$ cat src/hw/rtl/lfht_pkg.sv
`timescale 1ns / 1ps
// Package for the lowest-free handle table: sizes, operation and status codes,
// and the group priority encoder used by the free-slot scan. No dependencies.
package lfht_pkg;

  localparam int TABLE_DEPTH = 64;
  localparam int HANDLE_BITS = 32;

  localparam int SLOT_IN_W = 8;
  localparam int SLOT_W    = $clog2(TABLE_DEPTH);
  localparam int HW_W      = SLOT_W + 1;

  // Free-slot scan looks at one group of occupancy bits per cycle
  localparam int GROUP  = 8;
  localparam int OFF_W  = $clog2(GROUP);
  localparam int GROUPS = TABLE_DEPTH / GROUP;
  localparam int GRP_W  = (GROUPS > 1) ? $clog2(GROUPS) : 1;

  typedef logic [1:0] op_t;
  localparam op_t OP_ALLOC = 2'd0;
  localparam op_t OP_CLOSE = 2'd1;
  localparam op_t OP_SET   = 2'd2;
  localparam op_t OP_GET   = 2'd3;

  typedef logic [1:0] status_t;
  localparam status_t ST_OK     = 2'd0;
  localparam status_t ST_EMPTY  = 2'd1;
  localparam status_t ST_FULL   = 2'd2;
  localparam status_t ST_BEYOND = 2'd3;

  // Index of the lowest set bit; zero when none is set
  function automatic logic [OFF_W-1:0] first_set(input logic [GROUP-1:0] bits);
    logic [OFF_W-1:0] idx;
    idx = '0;
    for (int j = GROUP - 1; j >= 0; j--) begin
      if (bits[j]) idx = OFF_W'(j);
    end
    return idx;
  endfunction

endpackage

$ cat src/hw/rtl/lfht_ram.sv
`timescale 1ns / 1ps
// Generic single-write, single-read RAM with registered read data.
// Standalone; no package dependency.
module lfht_ram #(
  parameter int WIDTH = 32,
  parameter int DEPTH = 64
) (
  input  logic                     clk,
  input  logic                     we,
  input  logic [$clog2(DEPTH)-1:0] waddr,
  input  logic [WIDTH-1:0]         wdata,
  input  logic                     re,
  input  logic [$clog2(DEPTH)-1:0] raddr,
  output logic [WIDTH-1:0]         rdata
);

  logic [WIDTH-1:0] mem [DEPTH];

  always_ff @(posedge clk) begin
    if (we) begin
      mem[waddr] <= wdata;
    end
    if (re) begin
      rdata <= mem[raddr];
    end
  end

endmodule

$ cat src/hw/rtl/lowest_free_handle_table_core.sv
`timescale 1ns / 1ps
// Lowest-free handle table. Close and set run through S_EXEC and S_FIN to the result;
// get adds S_READ (one registered RAM read); allocate adds the S_SCAN free-slot scan,
// which checks GROUP occupancy bits per cycle over up to GROUPS groups.
// One item at a time; a new item is taken as soon as the previous result is
// registered. Synchronous reset clears the mark and all occupancy bits at once.
// Depends on lfht_pkg and lfht_ram.
module lowest_free_handle_table_core
  import lfht_pkg::*;
(
  input  logic                   clk,
  input  logic                   rst_n,
  input  logic                   in_valid,
  output logic                   in_stall,
  input  logic [1:0]             in_operation,
  input  logic [SLOT_IN_W-1:0]   in_slot,
  input  logic [HANDLE_BITS-1:0] in_handle,
  output logic                   out_valid,
  input  logic                   out_stall,
  output logic [SLOT_W-1:0]      out_slot_out,
  output logic [HANDLE_BITS-1:0] out_handle_out,
  output logic [1:0]             out_status
);

  localparam logic [2:0] S_IDLE = 3'd0;
  localparam logic [2:0] S_EXEC = 3'd1;
  localparam logic [2:0] S_SCAN = 3'd2;
  localparam logic [2:0] S_READ = 3'd3;
  localparam logic [2:0] S_FIN  = 3'd4;

  logic [2:0]             state_r, state_nxt;
  op_t                    op_r, op_nxt;
  logic [SLOT_IN_W-1:0]   slot_r, slot_nxt;
  logic [HANDLE_BITS-1:0] handle_r, handle_nxt;
  logic [GRP_W-1:0]       grp_r, grp_nxt;
  logic [HW_W-1:0]        hw_r, hw_nxt;
  logic [TABLE_DEPTH-1:0] occ_r, occ_nxt;
  logic [SLOT_W-1:0]      res_slot_r, res_slot_nxt;
  logic [HANDLE_BITS-1:0] res_handle_r, res_handle_nxt;
  status_t                res_status_r, res_status_nxt;
  logic                   out_valid_r, out_valid_nxt;
  logic [SLOT_W-1:0]      out_slot_r, out_slot_nxt;
  logic [HANDLE_BITS-1:0] out_handle_r, out_handle_nxt;
  status_t                out_status_r, out_status_nxt;

  logic                   ram_we;
  logic [SLOT_W-1:0]      ram_waddr;
  logic                   ram_re;
  logic [HANDLE_BITS-1:0] ram_rdata;

  logic [SLOT_W-1:0]      slot_idx;
  logic                   beyond;
  logic                   below_slot;
  logic [GROUP-1:0]       grp_bits;
  logic [GROUP-1:0]       cand;
  logic [OFF_W-1:0]       pick;
  logic [HW_W-1:0]        next_base;
  logic                   last_grp;
  logic                   full;
  logic                   out_free;
  logic                   hit;

  assign in_stall       = (state_r != S_IDLE);
  assign out_valid      = out_valid_r;
  assign out_slot_out   = out_slot_r;
  assign out_handle_out = out_handle_r;
  assign out_status     = out_status_r;

  assign slot_idx   = slot_r[SLOT_W-1:0];
  assign beyond     = ({1'b0, slot_r} >= (SLOT_IN_W + 1)'(TABLE_DEPTH));
  assign below_slot = ({1'b0, slot_idx} < hw_r);
  assign full       = (hw_r == HW_W'(TABLE_DEPTH));
  assign out_free   = !out_valid_r || !out_stall;
  assign hit        = below_slot && occ_r[slot_idx];

  // Scan unit: free slots below the mark within the current group
  assign grp_bits = occ_r[grp_r*GROUP +: GROUP];
  always_comb begin
    for (int j = 0; j < GROUP; j++) begin
      cand[j] = !grp_bits[j] && ({1'b0, grp_r, OFF_W'(j)} < hw_r);
    end
  end
  assign pick      = first_set(cand);
  assign next_base = {1'b0, grp_r, {OFF_W{1'b0}}} + HW_W'(GROUP);
  assign last_grp  = (grp_r == GRP_W'(GROUPS - 1)) || (next_base >= hw_r);

  always_comb begin
    state_nxt      = state_r;
    op_nxt         = op_r;
    slot_nxt       = slot_r;
    handle_nxt     = handle_r;
    grp_nxt        = grp_r;
    hw_nxt         = hw_r;
    occ_nxt        = occ_r;
    res_slot_nxt   = res_slot_r;
    res_handle_nxt = res_handle_r;
    res_status_nxt = res_status_r;
    out_valid_nxt  = out_valid_r && out_stall;
    out_slot_nxt   = out_slot_r;
    out_handle_nxt = out_handle_r;
    out_status_nxt = out_status_r;
    ram_we         = 1'b0;
    ram_waddr      = slot_idx;
    ram_re         = 1'b0;

    case (state_r)
      S_IDLE: begin
        if (in_valid) begin
          op_nxt     = in_operation;
          slot_nxt   = in_slot;
          handle_nxt = in_handle;
          state_nxt  = S_EXEC;
        end
      end
      S_EXEC: begin
        res_slot_nxt   = slot_idx;
        res_handle_nxt = '0;
        res_status_nxt = ST_OK;
        state_nxt      = S_FIN;
        if (op_r == OP_ALLOC) begin
          grp_nxt   = '0;
          state_nxt = S_SCAN;
        end else if (beyond) begin
          res_status_nxt = ST_BEYOND;
        end else begin
          case (op_r)
            OP_CLOSE: begin
              if (!hit) res_status_nxt = ST_EMPTY;
              else      occ_nxt[slot_idx] = 1'b0;
            end
            OP_SET: begin
              ram_we            = 1'b1;
              occ_nxt[slot_idx] = |handle_r;
              if (!below_slot) hw_nxt = {1'b0, slot_idx} + HW_W'(1);
            end
            OP_GET: begin
              ram_re    = 1'b1;
              state_nxt = S_READ;
            end
            default: begin
              res_status_nxt = ST_OK;
            end
          endcase
        end
      end
      S_SCAN: begin
        res_handle_nxt = '0;
        res_status_nxt = ST_OK;
        if (|cand) begin
          ram_we            = 1'b1;
          ram_waddr         = {grp_r, pick};
          occ_nxt[{grp_r, pick}] = |handle_r;
          res_slot_nxt      = {grp_r, pick};
          state_nxt         = S_FIN;
        end else if (last_grp) begin
          state_nxt = S_FIN;
          if (full) begin
            res_slot_nxt   = '0;
            res_status_nxt = ST_FULL;
          end else begin
            ram_we                   = 1'b1;
            ram_waddr                = hw_r[SLOT_W-1:0];
            occ_nxt[hw_r[SLOT_W-1:0]] = |handle_r;
            res_slot_nxt             = hw_r[SLOT_W-1:0];
            hw_nxt                   = hw_r + HW_W'(1);
          end
        end else begin
          grp_nxt = grp_r + GRP_W'(1);
        end
      end
      S_READ: begin
        // occupancy bit masks stale RAM contents left from before reset
        res_handle_nxt = hit ? ram_rdata : '0;
        res_status_nxt = hit ? ST_OK : ST_EMPTY;
        state_nxt      = S_FIN;
      end
      S_FIN: begin
        if (out_free) begin
          out_valid_nxt  = 1'b1;
          out_slot_nxt   = res_slot_r;
          out_handle_nxt = res_handle_r;
          out_status_nxt = res_status_r;
          state_nxt      = S_IDLE;
        end
      end
      default: begin
        state_nxt = S_IDLE;
      end
    endcase
  end

  always_ff @(posedge clk) begin
    if (!rst_n) begin
      state_r     <= S_IDLE;
      hw_r        <= '0;
      occ_r       <= '0;
      out_valid_r <= 1'b0;
      grp_r       <= '0;
    end else begin
      state_r     <= state_nxt;
      hw_r        <= hw_nxt;
      occ_r       <= occ_nxt;
      out_valid_r <= out_valid_nxt;
      grp_r       <= grp_nxt;
    end
  end

  always_ff @(posedge clk) begin
    op_r         <= op_nxt;
    slot_r       <= slot_nxt;
    handle_r     <= handle_nxt;
    res_slot_r   <= res_slot_nxt;
    res_handle_r <= res_handle_nxt;
    res_status_r <= res_status_nxt;
    out_slot_r   <= out_slot_nxt;
    out_handle_r <= out_handle_nxt;
    out_status_r <= out_status_nxt;
  end

  lfht_ram #(
    .WIDTH(HANDLE_BITS),
    .DEPTH(TABLE_DEPTH)
  ) u_ram (
    .clk   (clk),
    .we    (ram_we),
    .waddr (ram_waddr),
    .wdata (handle_r),
    .re    (ram_re),
    .raddr (slot_idx),
    .rdata (ram_rdata)
  );

  // Occupancy bits at or above the mark
  logic [TABLE_DEPTH-1:0] occ_above;
  always_comb begin
    for (int i = 0; i < TABLE_DEPTH; i++) begin
      occ_above[i] = occ_r[i] && (HW_W'(i) >= hw_r);
    end
  end

  a_mark_in_range: assert property (@(posedge clk) disable iff (!rst_n)
    hw_r <= HW_W'(TABLE_DEPTH))
    else $error("high-water mark past table depth");

  a_occ_below_mark: assert property (@(posedge clk) disable iff (!rst_n)
    occ_above == '0)
    else $error("occupied slot at or above the mark");

  a_full_only_at_depth: assert property (@(posedge clk) disable iff (!rst_n)
    (state_r == S_FIN && res_status_r == ST_FULL) |-> full)
    else $error("full reported below table depth");

  a_mark_monotonic: assert property (@(posedge clk) disable iff (!rst_n)
    $past(rst_n) |-> hw_r >= $past(hw_r))
    else $error("high-water mark decreased");

endmodule

$ cat config.mk
export PLATFORM = sky130hd
export DESIGN_NAME = lowest_free_handle_table_core
export DESIGN_NICKNAME = d
export VERILOG_FILES = /design/src/hw/rtl/lfht_pkg.sv /design/src/hw/rtl/lfht_ram.sv /design/src/hw/rtl/lowest_free_handle_table_core.sv
export SDC_FILE = /design/constraint.sdc
export NUM_CORES = 2
export LEC_CHECK = 0
export BUFFER_PORTS_ARGS = -buffer_cell sky130_fd_sc_hd__buf_2
export CORE_MARGIN = 1
export CORE_UTILIZATION = 35
export DETAILED_ROUTE_END_ITERATION = 8
export HOLD_SLACK_MARGIN = 0.06
export PLACE_DENSITY = 0.55
export SYNTH_ARGS = -nofsm -noshare
export SYNTH_HDL_FRONTEND = slang
export SYNTH_SLANG_ARGS = --single-unit
$ cat constraint.sdc
create_clock -name clk -period 17.1 [get_ports clk]
set_input_delay 3.42 -clock clk [delete_from_list [all_inputs] [get_ports clk]]
set_output_delay 3.42 -clock clk [all_outputs]
set_load 0.02 [all_outputs]
# Word-level counts from Yosys, hierarchy flattened
# Memory sizes are Yosys's and may differ from the RTL's. A register that Yosys moved wholly into a read port is not among the register bits.
# Index checks and enable logic that the tools add are counted.
dict set report word_totals {
  ff_bits 200
  ram_bits 2048
  output_inout_bits 42
  word_cells 184
  mem_count 1
}
dict set report op_classes {
  addsub 4
  n_lt_le_gt_ge 17
  n_eq_ne 24
  shift 1
  mux 80
  bitwise_logic 2
  n_reduce_logical 41
}
# name words width rd rd_clocked_by_memory_dff write_ports line_no
set mem_list {}
lappend mem_list {u_ram.mem 64 32 1 1 1 lfht_ram.sv:17} ;# logic [WIDTH-1:0] mem [DEPTH];
# op n
set op_table {}
lappend op_table {{64-bit 2-to-1 mux} 6}
lappend op_table {{64-bit one-hot mux with 2 select lines} 2}
lappend op_table {{64-bit bitwise mux} 3}
lappend op_table {{64-bit AND} 1}
lappend op_table {{64-bit NOT} 1}
lappend op_table {{32-bit one-hot mux with 2 select lines} 1}
lappend op_table {{64-bit by 7-bit indexed part select with 8-bit output} 1}
lappend op_table {{6-bit by 7-bit < comparator with 1-bit output} 9}
lappend op_table {{3-bit 2-to-1 mux} 18}
lappend op_table {{7-bit 2-to-1 mux} 7}
lappend op_table {{6-bit 2-to-1 mux} 7}
lappend op_table {{32-bit 2-to-1 mux} 1}
lappend op_table {{32-bit OR reduction} 1}
lappend op_table {{2-bit inequality test (second input constant)} 11}
lappend op_table {{6-bit by 7-bit < comparator with 1-bit output (second input constant)} 3}
lappend op_table {{1-bit 2-to-1 mux} 20}
lappend op_table {{1-bit demux with 6-bit select} 3}
lappend op_table {{6-bit by 1-bit >= comparator with 1-bit output (second input constant)} 3}
lappend op_table {{3-bit one-hot mux with 5 select lines} 1}
lappend op_table {{7-bit one-hot mux with 2 select lines} 1}
lappend op_table {{1-bit logical AND} 13}
lappend op_table {{6-bit one-hot mux with 2 select lines} 1}
lappend op_table {{1-bit logical NOT} 10}
lappend op_table {{2-bit 2-to-1 mux} 5}
lappend op_table {{other kinds (30)} 40}

# Logic depth before layout (Yosys ltp)
dict set report depth {
  depth_word 18
  depth_mapped 19
  ltp_nobuf 11
}

# Cells and area by module
# From an unflattened synthesis, not the netlist that was laid out.
dict set report hier_totals {
  cells_unflattened 4926
  hier_area_um2 92008.2
}
# mod n_inst cells_per_inst area_per_inst_um2 seq_area_each_um2
set by_module_without_submodules {}
lappend by_module_without_submodules {lfht_ram 1 3361 78675.5 62459.9}
lappend by_module_without_submodules {lowest_free_handle_table_core 1 1565 13332.8 5225.0}

# Worst setup path before layout
# OpenSTA, ideal clock, no wires.
dict set report synth_timing {
  path_type {reg-to-reg}
  start {register grp_r[0]}
  end {memory u_ram.mem[20][0] (enable)}
  setup_time_ns 0.461
  arrival_time_ns 5.822
  required_time_ns 16.639
  slack_ns 10.817
  stages_incl_launch_ff 16
  path_buffers 5
  path_cell_list {dfxtp_1 -> buf_6 -> buf_6 -> buf_6 -> inv_1 -> ha_1 -> nand4bb_1 -> o32ai_1 -> o32ai_4 -> or3_4 -> buf_6 -> o311ai_1 -> and3_1 -> o211ai_4 -> buf_6 -> nor3_1}
}
dict set report synth_between {
  elab_chain_len 13
  word_cells_on_any_way 46
  classes_between {add/sub (1); order compare (9); eq/ne (1); shift (1); mux (16); reduce/logical (18)}
}
# element line_no
set synth_rtl {}
lappend synth_rtl {{start, declared} lowest_free_handle_table_core.sv:35} ;# logic [GRP_W-1:0] grp_r, grp_nxt;
lappend synth_rtl {{start signal, assigned} lowest_free_handle_table_core.sv:204} ;# grp_r <= grp_nxt;
lappend synth_rtl {{64-bit by 7-bit indexed part select with 8-bit output} lowest_free_handle_table_core.sv:77} ;# assign grp_bits = occ_r[grp_r*GROUP +: GROUP];
lappend synth_rtl {{1-bit logical NOT} lowest_free_handle_table_core.sv:80} ;# cand[j] = !grp_bits[j] && ({1'b0, grp_r, OFF_W'(j)} < hw_r);
lappend synth_rtl {{1-bit logical AND} lowest_free_handle_table_core.sv:80}
lappend synth_rtl {{3-bit 2-to-1 mux (8 in a row)} lfht_pkg.sv:36} ;# if (bits[j]) idx = OFF_W'(j);
lappend synth_rtl {{6-bit 2-to-1 mux} lowest_free_handle_table_core.sv:149} ;# if (|cand) begin
lappend synth_rtl {{6-bit 2-to-1 mux} lowest_free_handle_table_core.sv:106} ;# case (state_r)
lappend synth_rtl {{end, declared} lfht_ram.sv:17}
# Several ways; a longest one is shown, not always the timed one.

# Worst setup path in the final report
dict set report layout_timing {
  start {register hw_r[3]}
  end {memory u_ram.mem[28][27] (enable)}
}
dict set report layout_between {
  elab_chain_len 12
  word_cells_on_any_way 38
  classes_between {order compare (9); eq/ne (1); mux (18); reduce/logical (10)}
}
# element line_no
set layout_rtl {}
lappend layout_rtl {{start, declared} lowest_free_handle_table_core.sv:36} ;# logic [HW_W-1:0] hw_r, hw_nxt;
lappend layout_rtl {{start signal, assigned} lowest_free_handle_table_core.sv:201} ;# hw_r <= hw_nxt;
lappend layout_rtl {{6-bit by 7-bit < comparator with 1-bit output} lowest_free_handle_table_core.sv:80}
lappend layout_rtl {{1-bit logical AND} lowest_free_handle_table_core.sv:80}
lappend layout_rtl {{3-bit 2-to-1 mux (8 in a row)} lfht_pkg.sv:36}
lappend layout_rtl {{6-bit 2-to-1 mux} lowest_free_handle_table_core.sv:149}
lappend layout_rtl {{6-bit 2-to-1 mux} lowest_free_handle_table_core.sv:106}
# Several ways; a longest one is shown, not always the timed one.

==> metrics.yaml <==
syn_area_um2: 88250
syn_nets: 5568
synth_most_common_cell: "edfxtp_1"
clk-insertion-delay-late_ns: 0.90
crit_path_max_incr_delay_ns: 0.93
critPathKind: "flop to flop"
p_leak_nw: 30.15
first_global_vias: 52180
tightest_slew_ns: 1.308
drt_iter0_drc: 7914
die_y_um: 504.1
end_kind: "flop"
cp_cell_sequence: "clkinv_1 -> ha_1 -> nand4bb_1 -> o32ai_1 -> o32ai_4 -> nor3_2 -> a31oi_4 -> buf_4 -> a21boi_1 -> nand2_1 -> nor3_2 -> buf_4"
ys_types: 94
tns_ns: 0
grt_pass1_wl_um: 404600
status: "complete, no violations"
syn_inst: 5506
whs_ns: 0.4138
maxSlewHeadroom_pct: 12.79
final_antenna_net_count: 0
grtUsageTotal_pct: 22.10
cap_violations: 0
cts-htree-levels: 4
placed_area_um2: 93430
cts_buffers: 219
core_area_um2: 249600
r2r_slack_ns: 10.19
min_period_ns: 6.908
dr_total_vias: 55000
port_buffers: 87
netlist_top_cells_area: "edfxtp_1, a22oi_1, a221oi_1"
synth_top_cell_by_area: "edfxtp_1"
crit_arrival_ns: 7.41
synth_top_area_share_pct: 74.93
cts_buffer_depth: 3
rows: 183
layout-drive-gt1-share_pct: 13.16
antenna_found_initial: 19
ctsHoldBuffers: 0
root_buffer: "clkbuf_16"
firstDrtPassIters: 6
power_density_nw_per_um2: 116.9
crit_required_ns: 17.61
drt-wirelength-per-cell_um: 31.75
synth-edff-count: 2202
rsz0062_at_grt: "false"
synth_area_per_cell_um2: 16.03
setup_violations: 0
timing.fmax_mhz: 144.8
p_total_w: 0.01175
fin_skew_ns: 0.04826
detailed_place_hpwl_um: 163900
drc: 0
nets: 5680
area_delta_synth_final_pct: 13.84
synth_common_cells: "edfxtp_1, a22oi_1, nand2_1"
cts_sinks: 2280
totalWireLength_um: 289900
top_usage_layer: "met2"
clkTransAtPathRegs_ns: 0.06
cp_slowest_cell: "nor3_2"
vdd_drop_max_mv: 0.1149
gp_congestion: 0.9635
overflow: 0
ys_ff_latch: 2280
cts_setup_buffers: 0
io_pins: 88
grt_max_degree: 106
dieArea_um2: 254100
yosys_warnings: 0
async_flop_share_pct: 0
die_x_um: 504.1
met1_usage_pct: 30.42
fin_crit_sh_pct: 40.40
use_met3_pct: 4.425
yosys_most_used_dff: "edfxtp_1"
min_path_type: "flop to flop"
design_area_um2: 100500
initial_core_util_pct: 35.36
cts_resized: 0
start_kind: "flop"
finalMaxSlewViolations: 0
tritoncts: "yes"
vias_per_cell: 6.022
hold_viol: 0
yosysSeqAreaShare_pct: 76.70
cp_max_fo: 51
use_met2_pct: 34.19
path summary, 6_finish.rpt:
path	from	endpoint	cells past startpoint
setup / recovery	hw_r[3]	u_ram.mem[28][27]	12
hold / removal	res_slot_r[2]	out_slot_out[2]	0
setup reg to reg	hw_r[3]	u_ram.mem[28][27]	12
hold reg to reg	res_slot_r[2]	out_slot_out[2]	0
state kept, by name, summed over array words and instances, names as in the netlist:
name	count
res_handle_r	32
u_ram.rdata	32
op_r	2
state_r	3
u_ram.mem	2048
res_status_r	2
occ_r	64
slot_r	8
out_status	2
out_valid	1
grp_r	3
out_handle_out	32
handle_r	32
res_slot_r	6
out_slot_out	6
hw_r	7
report_power, final:
group | internal (W) | switching (W) | total, W
combinational | 0.000161 | 0.000608 | 0.000768
clock | 0.00267 | 0.00212 | 0.00479
sequential | 0.00617 | 0.0000137 | 0.00619
critical path, delay by kind of cell (launching register included):
kind	cells	cell delay, ns
fa+ha+maj	1	0.46
compound gates	4	1.70
flops	1	0.74
simple gates	4	2.17
buf+inv	3	1.42
final cells by class:
class	instances	area, µm²
Tap cell	3330	4167
Antenna cell	5	12.51
Clock buffer	271	5697
Timing Repair Buffer	301	2142
Sequential cell	2280	67690
Clock inverter	130	1323
Fill cell	22600	149100
Multi-Input combinational cell	2799	19370
Inverter	17	63.81
placed cells by master (no fill, tap or decap), types with 9 or more instances in the layout:
cell       netlist  final
a211oi_1        16     16
a21oi_1        174    173
a221oi_1       215    215
a22o_1         199    199
a22oi_1        715    715
a311oi_1        10     10
a31oi_1        149    149
a32oi_1         15     15
and2_1          40     39
and3_1          18     16
buf_2           33     87
buf_4            2    206
bufinv_16        0     20
clkbuf_1       324     51
clkbuf_16        0    220
clkinv_1         5     53
clkinv_2         0     38
dfxtp_1         78     77
edfxtp_1      2202   2202
ha_1            16     16
inv_1           11     11
mux2i_1         67     67
mux4_2          15     15
nand2_1        332    331
nand3_1        207    207
nand4_1        104    104
nor2_1          56     51
nor2b_1         10      9
nor3_1         100     28
nor3_2           4     73
nor4_1          15     12
o21a_1          11     11
o21ai_0        174    174
o31ai_1         10     10
per-stage QoR:
stage,utilization [%],setup slack (ns),cells
after floorplan,-,10.82,5506
after global placement,37.43,10.59,8727
after detailed placement,37.43,10.37,8727
after CTS,40.25,10.36,9128
after global routing,40.25,9.983,9129
final,40.25,10.19,9133
per-layer routing:
metal | wire length (µm) | vias to the layer above
met5 | 0 | -
met4 | 12140 | 0
met3 | 28200 | 528
met2 | 132100 | 3191
met1 | 117400 | 28270
li1 | - | 23010
kinds of logic after synthesis:
kind of cell / count (synthesis) / share of synthesized area [%]
flops: 2280 / 76.70
fa+ha+maj: 16 / 0.2269
simple gates: 940 / 5.300
mux: 95 / 1.313
compound gates: 1748 / 14.49
buf+inv: 427 / 1.971
Power figures use the tool's default switching activity.
